### src/sv/btm_pkg.sv
// ----------------------------------------------------------------------------
// btm_pkg
// Shared widths, register indexes, reset values and controller states of the
// binned throughput meter.
// ----------------------------------------------------------------------------
package btm_pkg;

	localparam int MAX_RESULTS = 64;
	localparam int COUNT_W     = $clog2(MAX_RESULTS + 1);

	localparam int TS_W      = 32;
	localparam int WIDTH_W   = 24;
	localparam int WEIGHT_W  = 16;
	localparam int BYTES_W   = 16;
	localparam int BITS_W    = 32;
	localparam int RATE_W    = 32;
	localparam int FRAC_W    = 16;
	localparam int DVD_W     = 32;
	localparam int CFG_IDX_W = 2;
	localparam int CFG_DAT_W = 32;

	localparam int DIV_STEPS = DVD_W;
	localparam int DIV_CNT_W = $clog2(DIV_STEPS);
	localparam int MUL_STEPS = WEIGHT_W;
	localparam int MUL_CNT_W = $clog2(MUL_STEPS);

	localparam logic [WIDTH_W-1:0]  WIDTH_RESET  = 24'd100000;
	localparam logic [TS_W-1:0]     CUTOFF_RESET = 32'd0;
	localparam logic [WEIGHT_W-1:0] WEIGHT_RESET = 16'd13107;
	localparam logic [FRAC_W-1:0]   ROUND_HALF   = 16'h8000;

	typedef enum logic [CFG_IDX_W-1:0] {
		REG_BIN_WIDTH    = 2'd0,
		REG_OUTPUT_AFTER = 2'd1,
		REG_SMOOTHING    = 2'd2
	} cfg_reg_t;

	typedef enum logic [3:0] {
		ST_IDLE,
		ST_PREP,
		ST_MDIV,
		ST_SAMPLE,
		ST_RDIV,
		ST_BLEND,
		ST_BWAIT,
		ST_EMIT,
		ST_FINISH
	} state_t;

endpackage

### src/sv/btm_div.sv
// ----------------------------------------------------------------------------
// btm_div
// Restoring divider, one quotient bit per cycle. The remainder starts at
// rem_init, which must lie below the divisor.
// ----------------------------------------------------------------------------
module btm_div (
	input  logic                          clk,
	input  logic                          arst_n,
	input  logic                          start,
	input  logic [btm_pkg::WIDTH_W-1:0]   divisor,
	input  logic [btm_pkg::WIDTH_W-1:0]   rem_init,
	input  logic [btm_pkg::DVD_W-1:0]     dividend,
	output logic                          done,
	output logic [btm_pkg::DVD_W-1:0]     quotient,
	output logic [btm_pkg::WIDTH_W-1:0]   remainder
);

	logic                            busy_q;
	logic                            done_q;
	logic [btm_pkg::DIV_CNT_W-1:0]   step_q;
	logic [btm_pkg::WIDTH_W-1:0]     rem_q;
	logic [btm_pkg::WIDTH_W-1:0]     dvs_q;
	logic [btm_pkg::DVD_W-1:0]       dvd_q;
	logic [btm_pkg::DVD_W-1:0]       quo_q;
	logic [btm_pkg::WIDTH_W+1:0]     trial;
	logic                            fits;

	always_comb begin
		trial = {1'b0, rem_q, dvd_q[btm_pkg::DVD_W-1]} - {2'b00, dvs_q};
		fits  = !trial[btm_pkg::WIDTH_W+1];
	end

	always_ff @(posedge clk or negedge arst_n) begin
		if (!arst_n) begin
			busy_q <= 1'b0;
			done_q <= 1'b0;
			step_q <= '0;
		end else begin
			done_q <= 1'b0;
			if (start) begin
				busy_q <= 1'b1;
				step_q <= '0;
			end else if (busy_q) begin
				step_q <= step_q + 1'b1;
				if (step_q == btm_pkg::DIV_CNT_W'(btm_pkg::DIV_STEPS - 1)) begin
					busy_q <= 1'b0;
					done_q <= 1'b1;
				end
			end
		end
	end

	always_ff @(posedge clk) begin
		if (start) begin
			rem_q <= rem_init;
			dvs_q <= divisor;
			dvd_q <= dividend;
		end else if (busy_q) begin
			rem_q <= fits ? trial[btm_pkg::WIDTH_W-1:0]
				: {rem_q[btm_pkg::WIDTH_W-2:0], dvd_q[btm_pkg::DVD_W-1]};
			dvd_q <= {dvd_q[btm_pkg::DVD_W-2:0], 1'b0};
			quo_q <= {quo_q[btm_pkg::DVD_W-2:0], fits};
		end
	end

	assign done      = done_q;
	assign quotient  = quo_q;
	assign remainder = rem_q;

endmodule

### src/sv/btm_blend.sv
// ----------------------------------------------------------------------------
// btm_blend
// Smoothing update old + w*(sample-old) with round half up, as a shift-add
// multiply over one weight bit per cycle.
// ----------------------------------------------------------------------------
module btm_blend (
	input  logic                          clk,
	input  logic                          arst_n,
	input  logic                          start,
	input  logic [btm_pkg::WEIGHT_W-1:0]  weight,
	input  logic [btm_pkg::RATE_W-1:0]    old_rate,
	input  logic [btm_pkg::RATE_W-1:0]    sample,
	output logic                          done,
	output logic [btm_pkg::RATE_W-1:0]    new_rate
);

	localparam int DIFF_W = btm_pkg::RATE_W + 1 + btm_pkg::WEIGHT_W;
	localparam int ACC_W  = DIFF_W + 1;

	logic                            busy_q;
	logic                            done_q;
	logic [btm_pkg::MUL_CNT_W-1:0]   step_q;
	logic [ACC_W-1:0]                acc_q;
	logic [DIFF_W-1:0]               diff_q;
	logic [btm_pkg::WEIGHT_W-1:0]    wt_q;
	logic [btm_pkg::RATE_W:0]        diff0;

	assign diff0 = {1'b0, sample} - {1'b0, old_rate};

	always_ff @(posedge clk or negedge arst_n) begin
		if (!arst_n) begin
			busy_q <= 1'b0;
			done_q <= 1'b0;
			step_q <= '0;
		end else begin
			done_q <= 1'b0;
			if (start) begin
				busy_q <= 1'b1;
				step_q <= '0;
			end else if (busy_q) begin
				step_q <= step_q + 1'b1;
				if (step_q == btm_pkg::MUL_CNT_W'(btm_pkg::MUL_STEPS - 1)) begin
					busy_q <= 1'b0;
					done_q <= 1'b1;
				end
			end
		end
	end

	always_ff @(posedge clk) begin
		if (start) begin
			acc_q  <= {{(ACC_W - btm_pkg::RATE_W - btm_pkg::FRAC_W){1'b0}},
				old_rate, btm_pkg::ROUND_HALF};
			diff_q <= {{(DIFF_W - btm_pkg::RATE_W - 1){diff0[btm_pkg::RATE_W]}}, diff0};
			wt_q   <= weight;
		end else if (busy_q) begin
			if (wt_q[0])
				acc_q <= acc_q + {diff_q[DIFF_W-1], diff_q};
			diff_q <= {diff_q[DIFF_W-2:0], 1'b0};
			wt_q   <= {1'b0, wt_q[btm_pkg::WEIGHT_W-1:1]};
		end
	end

	assign done     = done_q;
	assign new_rate = acc_q[btm_pkg::FRAC_W+btm_pkg::RATE_W-1:btm_pkg::FRAC_W];

endmodule

### src/sv/binned_throughput_ewma.sv
// ----------------------------------------------------------------------------
// binned_throughput_ewma
// Throughput meter over fixed time bins with exponentially weighted smoothing.
//
// Packet events enter on the item channel (item_valid / item_stall), results
// leave on the result channel (result_valid / result_stall), registers are
// written on the cfg channel (cfg_valid / cfg_ready), taken only while idle.
// A receive event inside the current bin, or a non-receive event, is taken
// in the idle state and leaves the block idle. A closing event first runs a
// 32-step division for the number of catch-up bins when there are any; each
// closed bin then runs a 32-step division for the raw rate, skipped for a bin
// with no bits or a saturated rate, plus a 16-step multiply for the smoothing.
// The serial divider is shared by both divisions. One event is worked on at a
// time; item_stall is high until its bins are all applied.
// A result waits in the output register while result_stall is high and the
// controller holds until the register is free. Reset restores the register
// defaults and clears bin start, bit count and smoothed rate.
// ----------------------------------------------------------------------------
module binned_throughput_ewma (
	input  logic                             clk,
	input  logic                             arst_n,
	input  logic                             item_valid,
	output logic                             item_stall,
	input  logic                             is_receive,
	input  logic [btm_pkg::TS_W-1:0]         timestamp_us,
	input  logic [btm_pkg::BYTES_W-1:0]      packet_bytes,
	output logic                             result_valid,
	input  logic                             result_stall,
	output logic [btm_pkg::TS_W-1:0]         bin_end_us,
	output logic [btm_pkg::RATE_W-1:0]       rate_mbps_q16,
	output logic [btm_pkg::BYTES_W-1:0]      packet_bytes_out,
	output logic                             is_first_close,
	output logic                             last,
	output logic                             truncated,
	input  logic                             cfg_valid,
	output logic                             cfg_ready,
	input  logic [btm_pkg::CFG_IDX_W-1:0]    cfg_index,
	input  logic [btm_pkg::CFG_DAT_W-1:0]    cfg_data
);

	btm_pkg::state_t state_q, state_d;

	logic [btm_pkg::WIDTH_W-1:0]   bin_width_q;
	logic [btm_pkg::TS_W-1:0]      cutoff_q;
	logic [btm_pkg::WEIGHT_W-1:0]  weight_q;
	logic [btm_pkg::TS_W-1:0]      bin_start_q;
	logic [btm_pkg::BITS_W-1:0]    bit_count_q;
	logic [btm_pkg::RATE_W-1:0]    rate_q;
	logic [btm_pkg::COUNT_W-1:0]   n_q;
	logic                          result_valid_q;

	logic [btm_pkg::TS_W-1:0]      ts_q;
	logic [btm_pkg::BYTES_W-1:0]   bytes_q;
	logic                          emit_q;
	logic [btm_pkg::TS_W:0]        start1_q;
	logic [btm_pkg::TS_W-1:0]      fin_start_q;
	logic [btm_pkg::TS_W-1:0]      cur_start_q;
	logic [btm_pkg::TS_W-1:0]      m_q;
	logic                          first_q;
	logic [btm_pkg::RATE_W-1:0]    sample_q;

	logic [btm_pkg::TS_W-1:0]      res_end_q;
	logic [btm_pkg::RATE_W-1:0]    res_rate_q;
	logic [btm_pkg::BYTES_W-1:0]   res_bytes_q;
	logic                          res_first_q;
	logic                          res_last_q;
	logic                          res_trunc_q;

	logic [btm_pkg::WIDTH_W-1:0]   w_eff;
	logic [btm_pkg::TS_W:0]        bin_limit;
	logic                          in_bin;
	logic [btm_pkg::BITS_W:0]      bit_sum;
	logic                          item_acc;
	logic [btm_pkg::TS_W+2:0]      dd;
	logic                          many;
	logic                          samp_sat;
	logic                          samp_zero;
	logic                          show;
	logic                          settle;
	logic                          slot_free;
	logic                          load;
	logic                          go_on;
	logic                          last_hit;

	logic                          div_start;
	logic [btm_pkg::WIDTH_W-1:0]   div_rem_init;
	logic [btm_pkg::DVD_W-1:0]     div_dividend;
	logic                          div_done;
	logic [btm_pkg::DVD_W-1:0]     div_quo;
	logic [btm_pkg::WIDTH_W-1:0]   div_rem;
	logic                          blend_start;
	logic                          blend_done;
	logic [btm_pkg::RATE_W-1:0]    blend_res;

	btm_div u_div (
		.clk       (clk),
		.arst_n    (arst_n),
		.start     (div_start),
		.divisor   (w_eff),
		.rem_init  (div_rem_init),
		.dividend  (div_dividend),
		.done      (div_done),
		.quotient  (div_quo),
		.remainder (div_rem)
	);

	btm_blend u_blend (
		.clk      (clk),
		.arst_n   (arst_n),
		.start    (blend_start),
		.weight   (weight_q),
		.old_rate (rate_q),
		.sample   (sample_q),
		.done     (blend_done),
		.new_rate (blend_res)
	);

	always_comb begin
		w_eff     = (bin_width_q == '0) ? btm_pkg::WIDTH_W'(1) : bin_width_q;
		bin_limit = {1'b0, bin_start_q} + {9'b0, w_eff};
		in_bin    = {1'b0, timestamp_us} <= bin_limit;
		bit_sum   = {1'b0, bit_count_q} + {14'b0, packet_bytes, 3'b000};
		item_acc  = item_valid && !item_stall;
		dd        = {3'b000, ts_q} - {2'b00, start1_q} - {11'b0, w_eff} - 35'd1;
		many      = !dd[btm_pkg::TS_W+2] && (dd[btm_pkg::TS_W+1:0] >= {10'b0, w_eff});
		samp_sat  = {8'b0, bit_count_q[btm_pkg::BITS_W-1:16]} >= w_eff;
		samp_zero = bit_count_q == '0;
		show      = emit_q && (n_q < btm_pkg::COUNT_W'(btm_pkg::MAX_RESULTS));
		settle    = !first_q && samp_zero && (blend_res == rate_q);
		slot_free = !result_valid_q || !result_stall;
		last_hit  = n_q == btm_pkg::COUNT_W'(btm_pkg::MAX_RESULTS - 1);
		load      = (state_q == btm_pkg::ST_EMIT) && slot_free;
		go_on     = ((state_q == btm_pkg::ST_BWAIT) && blend_done && !show
				&& (m_q != '0) && !settle)
			|| (load && (m_q != '0));
	end

	always_comb begin
		state_d = state_q;
		case (state_q)
			btm_pkg::ST_IDLE:
				if (item_acc && is_receive && !in_bin)
					state_d = btm_pkg::ST_PREP;
			btm_pkg::ST_PREP:
				state_d = many ? btm_pkg::ST_MDIV : btm_pkg::ST_SAMPLE;
			btm_pkg::ST_MDIV:
				if (div_done)
					state_d = btm_pkg::ST_SAMPLE;
			btm_pkg::ST_SAMPLE:
				state_d = (samp_sat || samp_zero) ? btm_pkg::ST_BLEND : btm_pkg::ST_RDIV;
			btm_pkg::ST_RDIV:
				if (div_done)
					state_d = btm_pkg::ST_BLEND;
			btm_pkg::ST_BLEND:
				state_d = btm_pkg::ST_BWAIT;
			btm_pkg::ST_BWAIT:
				if (blend_done) begin
					if (show)
						state_d = btm_pkg::ST_EMIT;
					else if ((m_q == '0) || settle)
						state_d = btm_pkg::ST_FINISH;
					else
						state_d = btm_pkg::ST_SAMPLE;
				end
			btm_pkg::ST_EMIT:
				if (slot_free)
					state_d = (m_q == '0) ? btm_pkg::ST_FINISH : btm_pkg::ST_SAMPLE;
			btm_pkg::ST_FINISH:
				state_d = btm_pkg::ST_IDLE;
			default:
				state_d = btm_pkg::ST_IDLE;
		endcase
	end

	always_comb begin
		item_stall   = state_q != btm_pkg::ST_IDLE;
		cfg_ready    = state_q == btm_pkg::ST_IDLE;
		div_start    = 1'b0;
		div_rem_init = {8'b0, bit_count_q[btm_pkg::BITS_W-1:16]};
		div_dividend = {bit_count_q[15:0], 16'h0000};
		blend_start  = 1'b0;
		case (state_q)
			btm_pkg::ST_PREP: begin
				div_start    = many;
				div_rem_init = '0;
				div_dividend = dd[btm_pkg::DVD_W-1:0];
			end
			btm_pkg::ST_SAMPLE:
				div_start = !samp_sat && !samp_zero;
			btm_pkg::ST_BLEND:
				blend_start = 1'b1;
			default: ;
		endcase
	end

	always_ff @(posedge clk or negedge arst_n) begin
		if (!arst_n) begin
			state_q        <= btm_pkg::ST_IDLE;
			bin_width_q    <= btm_pkg::WIDTH_RESET;
			cutoff_q       <= btm_pkg::CUTOFF_RESET;
			weight_q       <= btm_pkg::WEIGHT_RESET;
			bin_start_q    <= '0;
			bit_count_q    <= '0;
			rate_q         <= '0;
			n_q            <= '0;
			result_valid_q <= 1'b0;
		end else begin
			state_q <= state_d;
			if (cfg_valid && cfg_ready) begin
				case (cfg_index)
					btm_pkg::REG_BIN_WIDTH:    bin_width_q <= cfg_data[btm_pkg::WIDTH_W-1:0];
					btm_pkg::REG_OUTPUT_AFTER: cutoff_q    <= cfg_data[btm_pkg::TS_W-1:0];
					btm_pkg::REG_SMOOTHING:    weight_q    <= cfg_data[btm_pkg::WEIGHT_W-1:0];
					default: ;
				endcase
			end
			if ((state_q == btm_pkg::ST_IDLE) && item_acc && is_receive) begin
				if (in_bin)
					bit_count_q <= bit_sum[btm_pkg::BITS_W] ? '1 : bit_sum[btm_pkg::BITS_W-1:0];
				else
					n_q <= '0;
			end
			if ((state_q == btm_pkg::ST_BWAIT) && blend_done) begin
				rate_q      <= blend_res;
				bit_count_q <= first_q ? {13'b0, bytes_q, 3'b000} : '0;
			end
			if (load)
				n_q <= n_q + 1'b1;
			if (state_q == btm_pkg::ST_FINISH)
				bin_start_q <= fin_start_q;
			if (load)
				result_valid_q <= 1'b1;
			else if (!result_stall)
				result_valid_q <= 1'b0;
		end
	end

	always_ff @(posedge clk) begin
		if ((state_q == btm_pkg::ST_IDLE) && item_acc && is_receive && !in_bin) begin
			ts_q        <= timestamp_us;
			bytes_q     <= packet_bytes;
			emit_q      <= timestamp_us > cutoff_q;
			start1_q    <= bin_limit;
			cur_start_q <= bin_limit[btm_pkg::TS_W-1:0];
			first_q     <= 1'b1;
		end
		if ((state_q == btm_pkg::ST_PREP) && !many) begin
			m_q         <= '0;
			fin_start_q <= start1_q[btm_pkg::TS_W-1:0];
		end
		if ((state_q == btm_pkg::ST_MDIV) && div_done) begin
			m_q         <= div_quo;
			fin_start_q <= ts_q - {8'b0, w_eff} - 32'd1 - {8'b0, div_rem};
		end
		if (state_q == btm_pkg::ST_SAMPLE)
			sample_q <= samp_sat ? '1 : '0;
		if ((state_q == btm_pkg::ST_RDIV) && div_done)
			sample_q <= div_quo;
		if (go_on) begin
			m_q         <= m_q - 1'b1;
			cur_start_q <= cur_start_q + {8'b0, w_eff};
			first_q     <= 1'b0;
		end
		if (load) begin
			res_end_q   <= cur_start_q;
			res_rate_q  <= rate_q;
			res_bytes_q <= bytes_q;
			res_first_q <= first_q;
			res_last_q  <= (m_q == '0) || last_hit;
			res_trunc_q <= last_hit && (m_q != '0);
		end
	end

	assign result_valid     = result_valid_q;
	assign bin_end_us       = res_end_q;
	assign rate_mbps_q16    = res_rate_q;
	assign packet_bytes_out = res_bytes_q;
	assign is_first_close   = res_first_q;
	assign last             = res_last_q;
	assign truncated        = res_trunc_q;

endmodule

### config.mk
export PLATFORM = sky130hd
export DESIGN_NAME = binned_throughput_ewma
export DESIGN_NICKNAME = d
export VERILOG_FILES = /design/src/sv/btm_pkg.sv /design/src/sv/btm_div.sv /design/src/sv/btm_blend.sv /design/src/sv/binned_throughput_ewma.sv
export SDC_FILE = /design/constraint.sdc
export NUM_CORES = 2
export LEC_CHECK = 0
export BUFFER_PORTS_ARGS = -buffer_cell sky130_fd_sc_hd__buf_4
export CAP_MARGIN = 20
export CORE_MARGIN = 2
export CORE_UTILIZATION = 40
export CTS_CLUSTER_SIZE = 30
export DETAILED_ROUTE_END_ITERATION = 10
export GPL_ROUTABILITY_DRIVEN = 1
export SLEW_MARGIN = 20
export SYNTH_ARGS = -nofsm -noshare
export SYNTH_HDL_FRONTEND = slang
export SYNTH_SLANG_ARGS = --single-unit
### constraint.sdc
create_clock -name clk -period 15.6 [get_ports clk]
set_clock_uncertainty 0.2 [all_clocks]
set_input_delay 0.78 -clock clk [delete_from_list [all_inputs] [get_ports clk]]
set_output_delay 0.78 -clock clk [all_outputs]
set_load 0.03 [all_outputs]
# After elaboration in Yosys (flattened, before gate mapping)
# Cells that the tools add are included.
[word_totals]
register_bits = 714
latch_bits = 0
ram_bits = 0
rom_bits = 0
input_bits = 88
output_inout_bits = 86
elab_cells = 210
mem_count = 0
[op_classes]
n_addsub = 16
multipliers = 0
div = 0
n_lt_le_gt_ge = 5
n_eq_ne = 21
shift = 0
n_mux = 64
n_bitwise = 1
reduce_logical = 65
[ops]
columns = ["operator", "n"]
rows = [
  ["$mux W32", 17],
  ["$mux W48", 3],
  ["$mux W49", 2],
  ["$mux W24", 4],
  ["$logic_not A32 Y1", 2],
  ["$sub A32 B1 Y32 const B", 2],
  ["$sub A32 B24 Y32", 2],
  ["$add A50 B50 Y50", 1],
  ["$mux W16", 3],
  ["$mux W4", 10],
  ["$sub A34 B25 Y35", 1],
  ["$sub A35 B1 Y35 const B", 1],
  ["$ge A34 B24 Y1", 1],
  ["$sub A32 B33 Y34", 1],
  ["$add A32 B19 Y33", 1],
  ["$add A32 B24 Y33", 1],
  ["$le A32 B33 Y1", 1],
  ["$sub A32 B32 Y33", 1],
  ["$add A32 B24 Y32", 1],
  ["$eq A32 B32 Y1", 1],
  ["$gt A32 B32 Y1", 1],
  ["$pmux W4 S8", 1],
  ["$reduce_bool A32 Y1", 1],
  ["$sub A25 B24 Y26", 1],
  ["32 further kinds", 112],
]

# Longest topological paths before layout
[depth]
word_depth = 11
ltp_mapped = 34
mapped_depth_nobuf = 32

# By module
# A second synthesis with hierarchy kept.
[unflattened]
hier_cells = 4377
hier_area_um2 = 45248.4
[by_module_without_submodules]
columns = ["mod", "instances", "cells_each", "area_per_inst_um2", "seq_area_each_um2"]
rows = [
  ["binned_throughput_ewma", 1, 2890, 29691.0, 13290.2],
  ["btm_blend", 1, 998, 9342.7, 3353.2],
  ["btm_div", 1, 489, 6214.7, 3538.4],
]

# Worst setup path after synthesis
# Ideal clock, no wire load.
[synth_path]
path_kind = "reg2reg"
startpoint = "reg bin_width_q[10] in the netlist's numbering"
endpoint = "reg cur_start_q[0] in the netlist's numbering (enable)"
setup_ps = 393
t_arrival_ps = 9793
required_time_ps = 15007
slack_ps = 5213
stages_incl_launch_ff = 29
n_path_buf = 0
period_less_slack_ps = 10387
path_cell_list = "dfstp_2 -> nor4_1 -> nand4_1 -> nor2_1 -> or2_2 -> ha_1 -> fa_1 -> a21o_1 -> a21oi_1 -> o21a_1 -> o31ai_1 -> o21ai_0 -> a21oi_1 -> o41ai_1 -> o21ai_0 -> a21oi_1 -> o31a_1 -> inv_1 -> ha_1 -> nand2_1 -> nor3_1 -> nand2_1 -> o2111ai_1 -> a221oi_1 -> o21ai_0 -> and3_1 -> nand2_1 -> o21ai_1 -> nand2b_1"
[synth_between]
elab_chain_len = 7
[synth_rtl]
columns = ["item", "line", "text"]
rows = [
  ["from (decl)", "binned_throughput_ewma.sv:43", "logic [btm_pkg::WIDTH_W-1:0] bin_width_q;"],
  ["from (signal assigned)", "binned_throughput_ewma.sv:199", "bin_width_q <= btm_pkg::WIDTH_RESET;"],
  ["from (signal assigned)", "binned_throughput_ewma.sv:211", "btm_pkg::REG_BIN_WIDTH: bin_width_q <= cfg_data[btm_pkg::WIDTH_W-1:0];"],
  ["$logic_not A24 Y1", "binned_throughput_ewma.sv:119", "w_eff = (bin_width_q == '0) ? btm_pkg::WIDTH_W'(1) : bin_width_q;"],
  ["$mux W24", "binned_throughput_ewma.sv:119", ""],
  ["net u_div.divisor (one bit)", "btm_div.sv:10", "input logic [btm_pkg::WIDTH_W-1:0] divisor,"],
  ["$add A32 B24 Y33", "binned_throughput_ewma.sv:120", "bin_limit = {1'b0, bin_start_q} + {9'b0, w_eff};"],
  ["net bin_limit (one bit)", "binned_throughput_ewma.sv:70", "logic [btm_pkg::TS_W:0] bin_limit;"],
  ["$le A32 B33 Y1", "binned_throughput_ewma.sv:121", "in_bin = {1'b0, timestamp_us} <= bin_limit;"],
  ["$logic_not A1 Y1", "binned_throughput_ewma.sv:239", "if ((state_q == btm_pkg::ST_IDLE) && item_acc && is_receive && !in_bin) begin"],
  ["$logic_and A1 B1 Y1", "binned_throughput_ewma.sv:239", ""],
  ["$reduce_bool A2 Y1 (no source line)", "--", ""],
  ["to (signal assigned)", "binned_throughput_ewma.sv:244", "cur_start_q <= bin_limit[btm_pkg::TS_W-1:0];"],
  ["to (signal assigned)", "binned_throughput_ewma.sv:261", "cur_start_q <= cur_start_q + {8'b0, w_eff};"],
  ["to (decl)", "binned_throughput_ewma.sv:57", "logic [btm_pkg::TS_W-1:0] cur_start_q;"],
]
# The timed path passes the listed nets, and every way through them passes these cells.
# A chain may end at the register's enable or synchronous reset.

# Final worst setup path
[layout_path]
startpoint = "reg bin_width_q[16] in the netlist's numbering"
endpoint = "reg n_q[5] in the netlist's numbering"
[layout_between]
elab_chain_len = 6
[layout_rtl]
columns = ["item", "line", "text"]
rows = [
  ["$logic_not A24 Y1", "binned_throughput_ewma.sv:119", ""],
  ["$mux W24", "binned_throughput_ewma.sv:119", ""],
  ["net u_div.divisor (one bit)", "btm_div.sv:10", ""],
  ["$add A32 B24 Y33", "binned_throughput_ewma.sv:120", ""],
  ["net bin_limit (one bit)", "binned_throughput_ewma.sv:70", ""],
  ["$le A32 B33 Y1", "binned_throughput_ewma.sv:121", ""],
  ["$ne A2 B1 Y1 (no source line)", "--", ""],
  ["$reduce_and A2 Y1 (no source line)", "--", ""],
  ["to (signal assigned)", "binned_throughput_ewma.sv:228", "n_q <= n_q + 1'b1;"],
  ["to (decl)", "binned_throughput_ewma.sv:49", "logic [btm_pkg::COUNT_W-1:0] n_q;"],
]
# The timed path passes the listed nets, and every way through them passes these cells.

==> impl_metrics.yaml <==
status:
  status: "finished, violations left"
  violations: "hold timing"
cells_and_area:
  drive_gt1_share_pct: 11.67
  syn2layout_area_growth_pct: 12.52
  fillers: 10200
  final_cells: 5852
  regArea_mm2: 0.02018
  multi_input_area_mm2: 0.02179
  antenna_cells: 0
  nets: 4849
  fin_util_pct: 45.22
synth:
  async_reset_ff_share_pct: 26.94
  synth_common_cells: "edfxtp_1, nand2_1, ha_1"
  yosysWarnings: 0
  netlist.area_leader.share_pct: 34.53
  synth-edff-count: 501
  ys_seq_area_share_pct: 46.33
  yosysUniqueCellTypes: 93
  syn-cell-area_mm2: 0.04357
  yosysMostFrequentCell: "edfxtp_1"
  ys_ff_latch: 709
  synth_area_leaders: "edfxtp_1, ha_1, dfrtp_1"
  synthFlopType: "edfxtp_1"
  synth_cells: 4224
  syn_nets: 4702
  synth_top_area_cell: "edfxtp_1"
  avgSynthCellArea_um2: 10.31
die:
  die_height_um: 334.0
  num_rows: 121
  initial_core_util_pct: 40.19
  ios: 174
  core_area_mm2: 0.1084
  fp.dieW_um: 334.0
  die-area_mm2: 0.1116
detailed_routing:
  dr.pass1.iters: 5
  drt-initial-drc-count: 2861
  m1WireLength_um: 60030
  vias: 32590
  wl_met3_um: 8463
  wl_met2_um: 54310
  drc: 0
  vias_per_cell: 5.569
  ant_nets: 0
  wire_per_inst_um: 21.40
  top_layer_used: "met4"
  routed_wl_um: 125200
sta:
  fmax_mhz: 112.6
  hold_ws_ns: -0.01870
  finalSetupViolCount: 0
  min_period_ns: 8.884
  maxSlewHeadroom_pct: 24.48
  rsz0062_at_grt: "false"
  slew_violations: 0
  tns_ns: 0
  worst_pin_slew_ns: 1.122
  finalCritPeriodShare_pct: 56.95
  hold_violations: 2
setup_path:
  arrival_ns: 9.21
  slowest_delay_ns: 0.64
  crit_type: "flip-flop to flip-flop"
  slowest_stage: "buf_4"
  crit_required_ns: 15.92
  worstPathMaxFanout: 44
  cp-end-kind: "flip-flop"
  cpMostUsedCell: "o21ai_0"
  start_kind: "flip-flop"
pwr:
  swShare_pct: 42.83
  power_mw: 10.97
  switchingPower_mw: 4.699
  clock_power_share_pct: 17.3
  vdd_drop_max_uv: 93.49
  leakagePower_nw: 20.87
  internal_power_mw: 6.273
  p_per_area_mw_per_mm2: 223.8
  seqPwrFrac_pct: 30.7
  power_frac_comb_pct: 52.0
clock_network:
  postCtsSetupBuffers: 0
  post_cts_resized: 0
  cts-hold-fix-buffers: 0
  cts_buffers: 82
  clkTransAtPathRegs_ns: 0.07
  worstSkewPairLatency_ns: 0.66
  htreeDepth: 3
  cts_tree: "done"
  root_buffer: "clkbuf_16"
  clockBufferDepth: 3
  cts_sinks: 709
grt:
  grt_max_degree: 108
  grt_first_pass_wirelength_um: 190800
  antenna_found_initial: 0
  grt_pass1_vias: 31170
  globalRoute.totalOverflow: 0
  grt_usage_pct: 22.24
hold_path:
  holdCritPathClass: "input port to asynchronous set/reset pin"
run:
  drv_cap: 0
placed_design:
  hpwl_um: 95610
  numPortBuffers: 173
  numPlacedInstances: 5701
  gp_congestion: 0.9188
## critical path: cells and delay by family (launching register included)
family	cells	cell delay, ns
AOI/OAI and AO/OA	17	4.04
buffers and inverters	3	1.22
DFF	1	0.60
adders and majority gates	3	0.95
and+or+nand+nor	9	1.65
## final timing paths
path                                                   from                             to  slack (ns)  depth (start not counted)
worst max-delay path            bin_width_q[16]$_DFFE_PN1P_             n_q[5]$_DFFE_PN0P_        6.72                         32
worst min-delay path                                 arst_n        weight_q[2]$_DFFE_PN0P_       -0.02                          1
worst max register to register  bin_width_q[16]$_DFFE_PN1P_             n_q[5]$_DFFE_PN0P_        6.72                         32
worst min register to register         bytes_q[9]$_DFFE_PP_  packet_bytes_out[9]$_DFFE_PP_        0.25                          0
max in group asynchronous                            arst_n       cutoff_q[16]$_DFFE_PN0P_       13.27                          3
min in group clk                            packet_bytes[6]           bytes_q[6]$_DFFE_PP_        0.11                          1
## state kept, by name, indices dropped and copies added (netlist names), 16 cells and up
signal,count
u_blend.acc_q,48
bytes_q,16
sample_q,32
packet_bytes_out,16
cur_start_q,32
bin_width_q,24
fin_start_q,32
u_div.quotient,32
u_div.dvs_q,24
u_blend.wt_q,16
rate_q,32
m_q,32
start1_q,33
u_blend.diff_q,48
rate_mbps_q16,32
u_div.dvd_q,32
ts_q,32
bin_end_us,32
u_div.remainder,24
cutoff_q,32
weight_q,16
bit_count_q,30
bin_start_q,32
## layout by cell type (no fill, tap or decap), drive strengths merged, types with 173 or more instances in the layout
cell type / netlist / final
dfrtp: 177 / 177
ha: 358 / 358
nand2: 460 / 460
nor2: 230 / 230
a21oi: 263 / 263
o21ai: 358 / 358
xnor2: 173 / 173
edfxtp: 501 / 501
buf: 20 / 207
inv: 285 / 288
## area by class of cell
| class | instances | area share, % |
|---|---|---|
| clock buffers | 106 | 4.620 |
| clock inverters | 45 | 0.7760 |
| inverters | 285 | 2.188 |
| multi-input cells | 3086 | 44.45 |
| flip-flops and latches | 709 | 41.17 |
| well taps | 1414 | 3.609 |
| repair buffers | 207 | 3.186 |
## kinds of logic after synthesis
logic type,synth area share (%)
adder cells (fa/ha/maj),11.75
buffers and inverters,3.851
XOR/XNOR,5.931
multiplexers,3.636
flip-flops,46.33
AO/OA/AOI/OAI,16.24
AND/OR/NAND/NOR,12.27
## power by group through the flow
stage	registers (mW)	clock network, mW	logic [mW]
2_1_floorplan	3.22	0	4.28
6_report	3.37	1.90	5.70
5_1_grt	3.44	2.01	6.37
4_1_cts	3.36	1.94	5.66
3_3_place_gp	3.38	0	5.55
3_5_place_dp	3.39	0	5.62
## metrics by stage
step | worst slack (ns) | cell area [um^2]
final | 6.716 | 49020
after floorplan | 5.213 | 43570
after global routing | 6.032 | 49020
after CTS | 6.795 | 49020
after detailed placement | 6.823 | 46370
after global placement | 6.984 | 46370
## layer usage
| layer | vias to the layer above | track usage, % |
|---|---|---|
| li1 | 15610 | - |
| met1 | 15810 | 33.36 |
| met2 | 1042 | 33.76 |
| met3 | 132 | 3.346 |
| met4 | 0 | 4.984 |
| met5 | - | 0 |
Power figures use the tool's default switching activity.
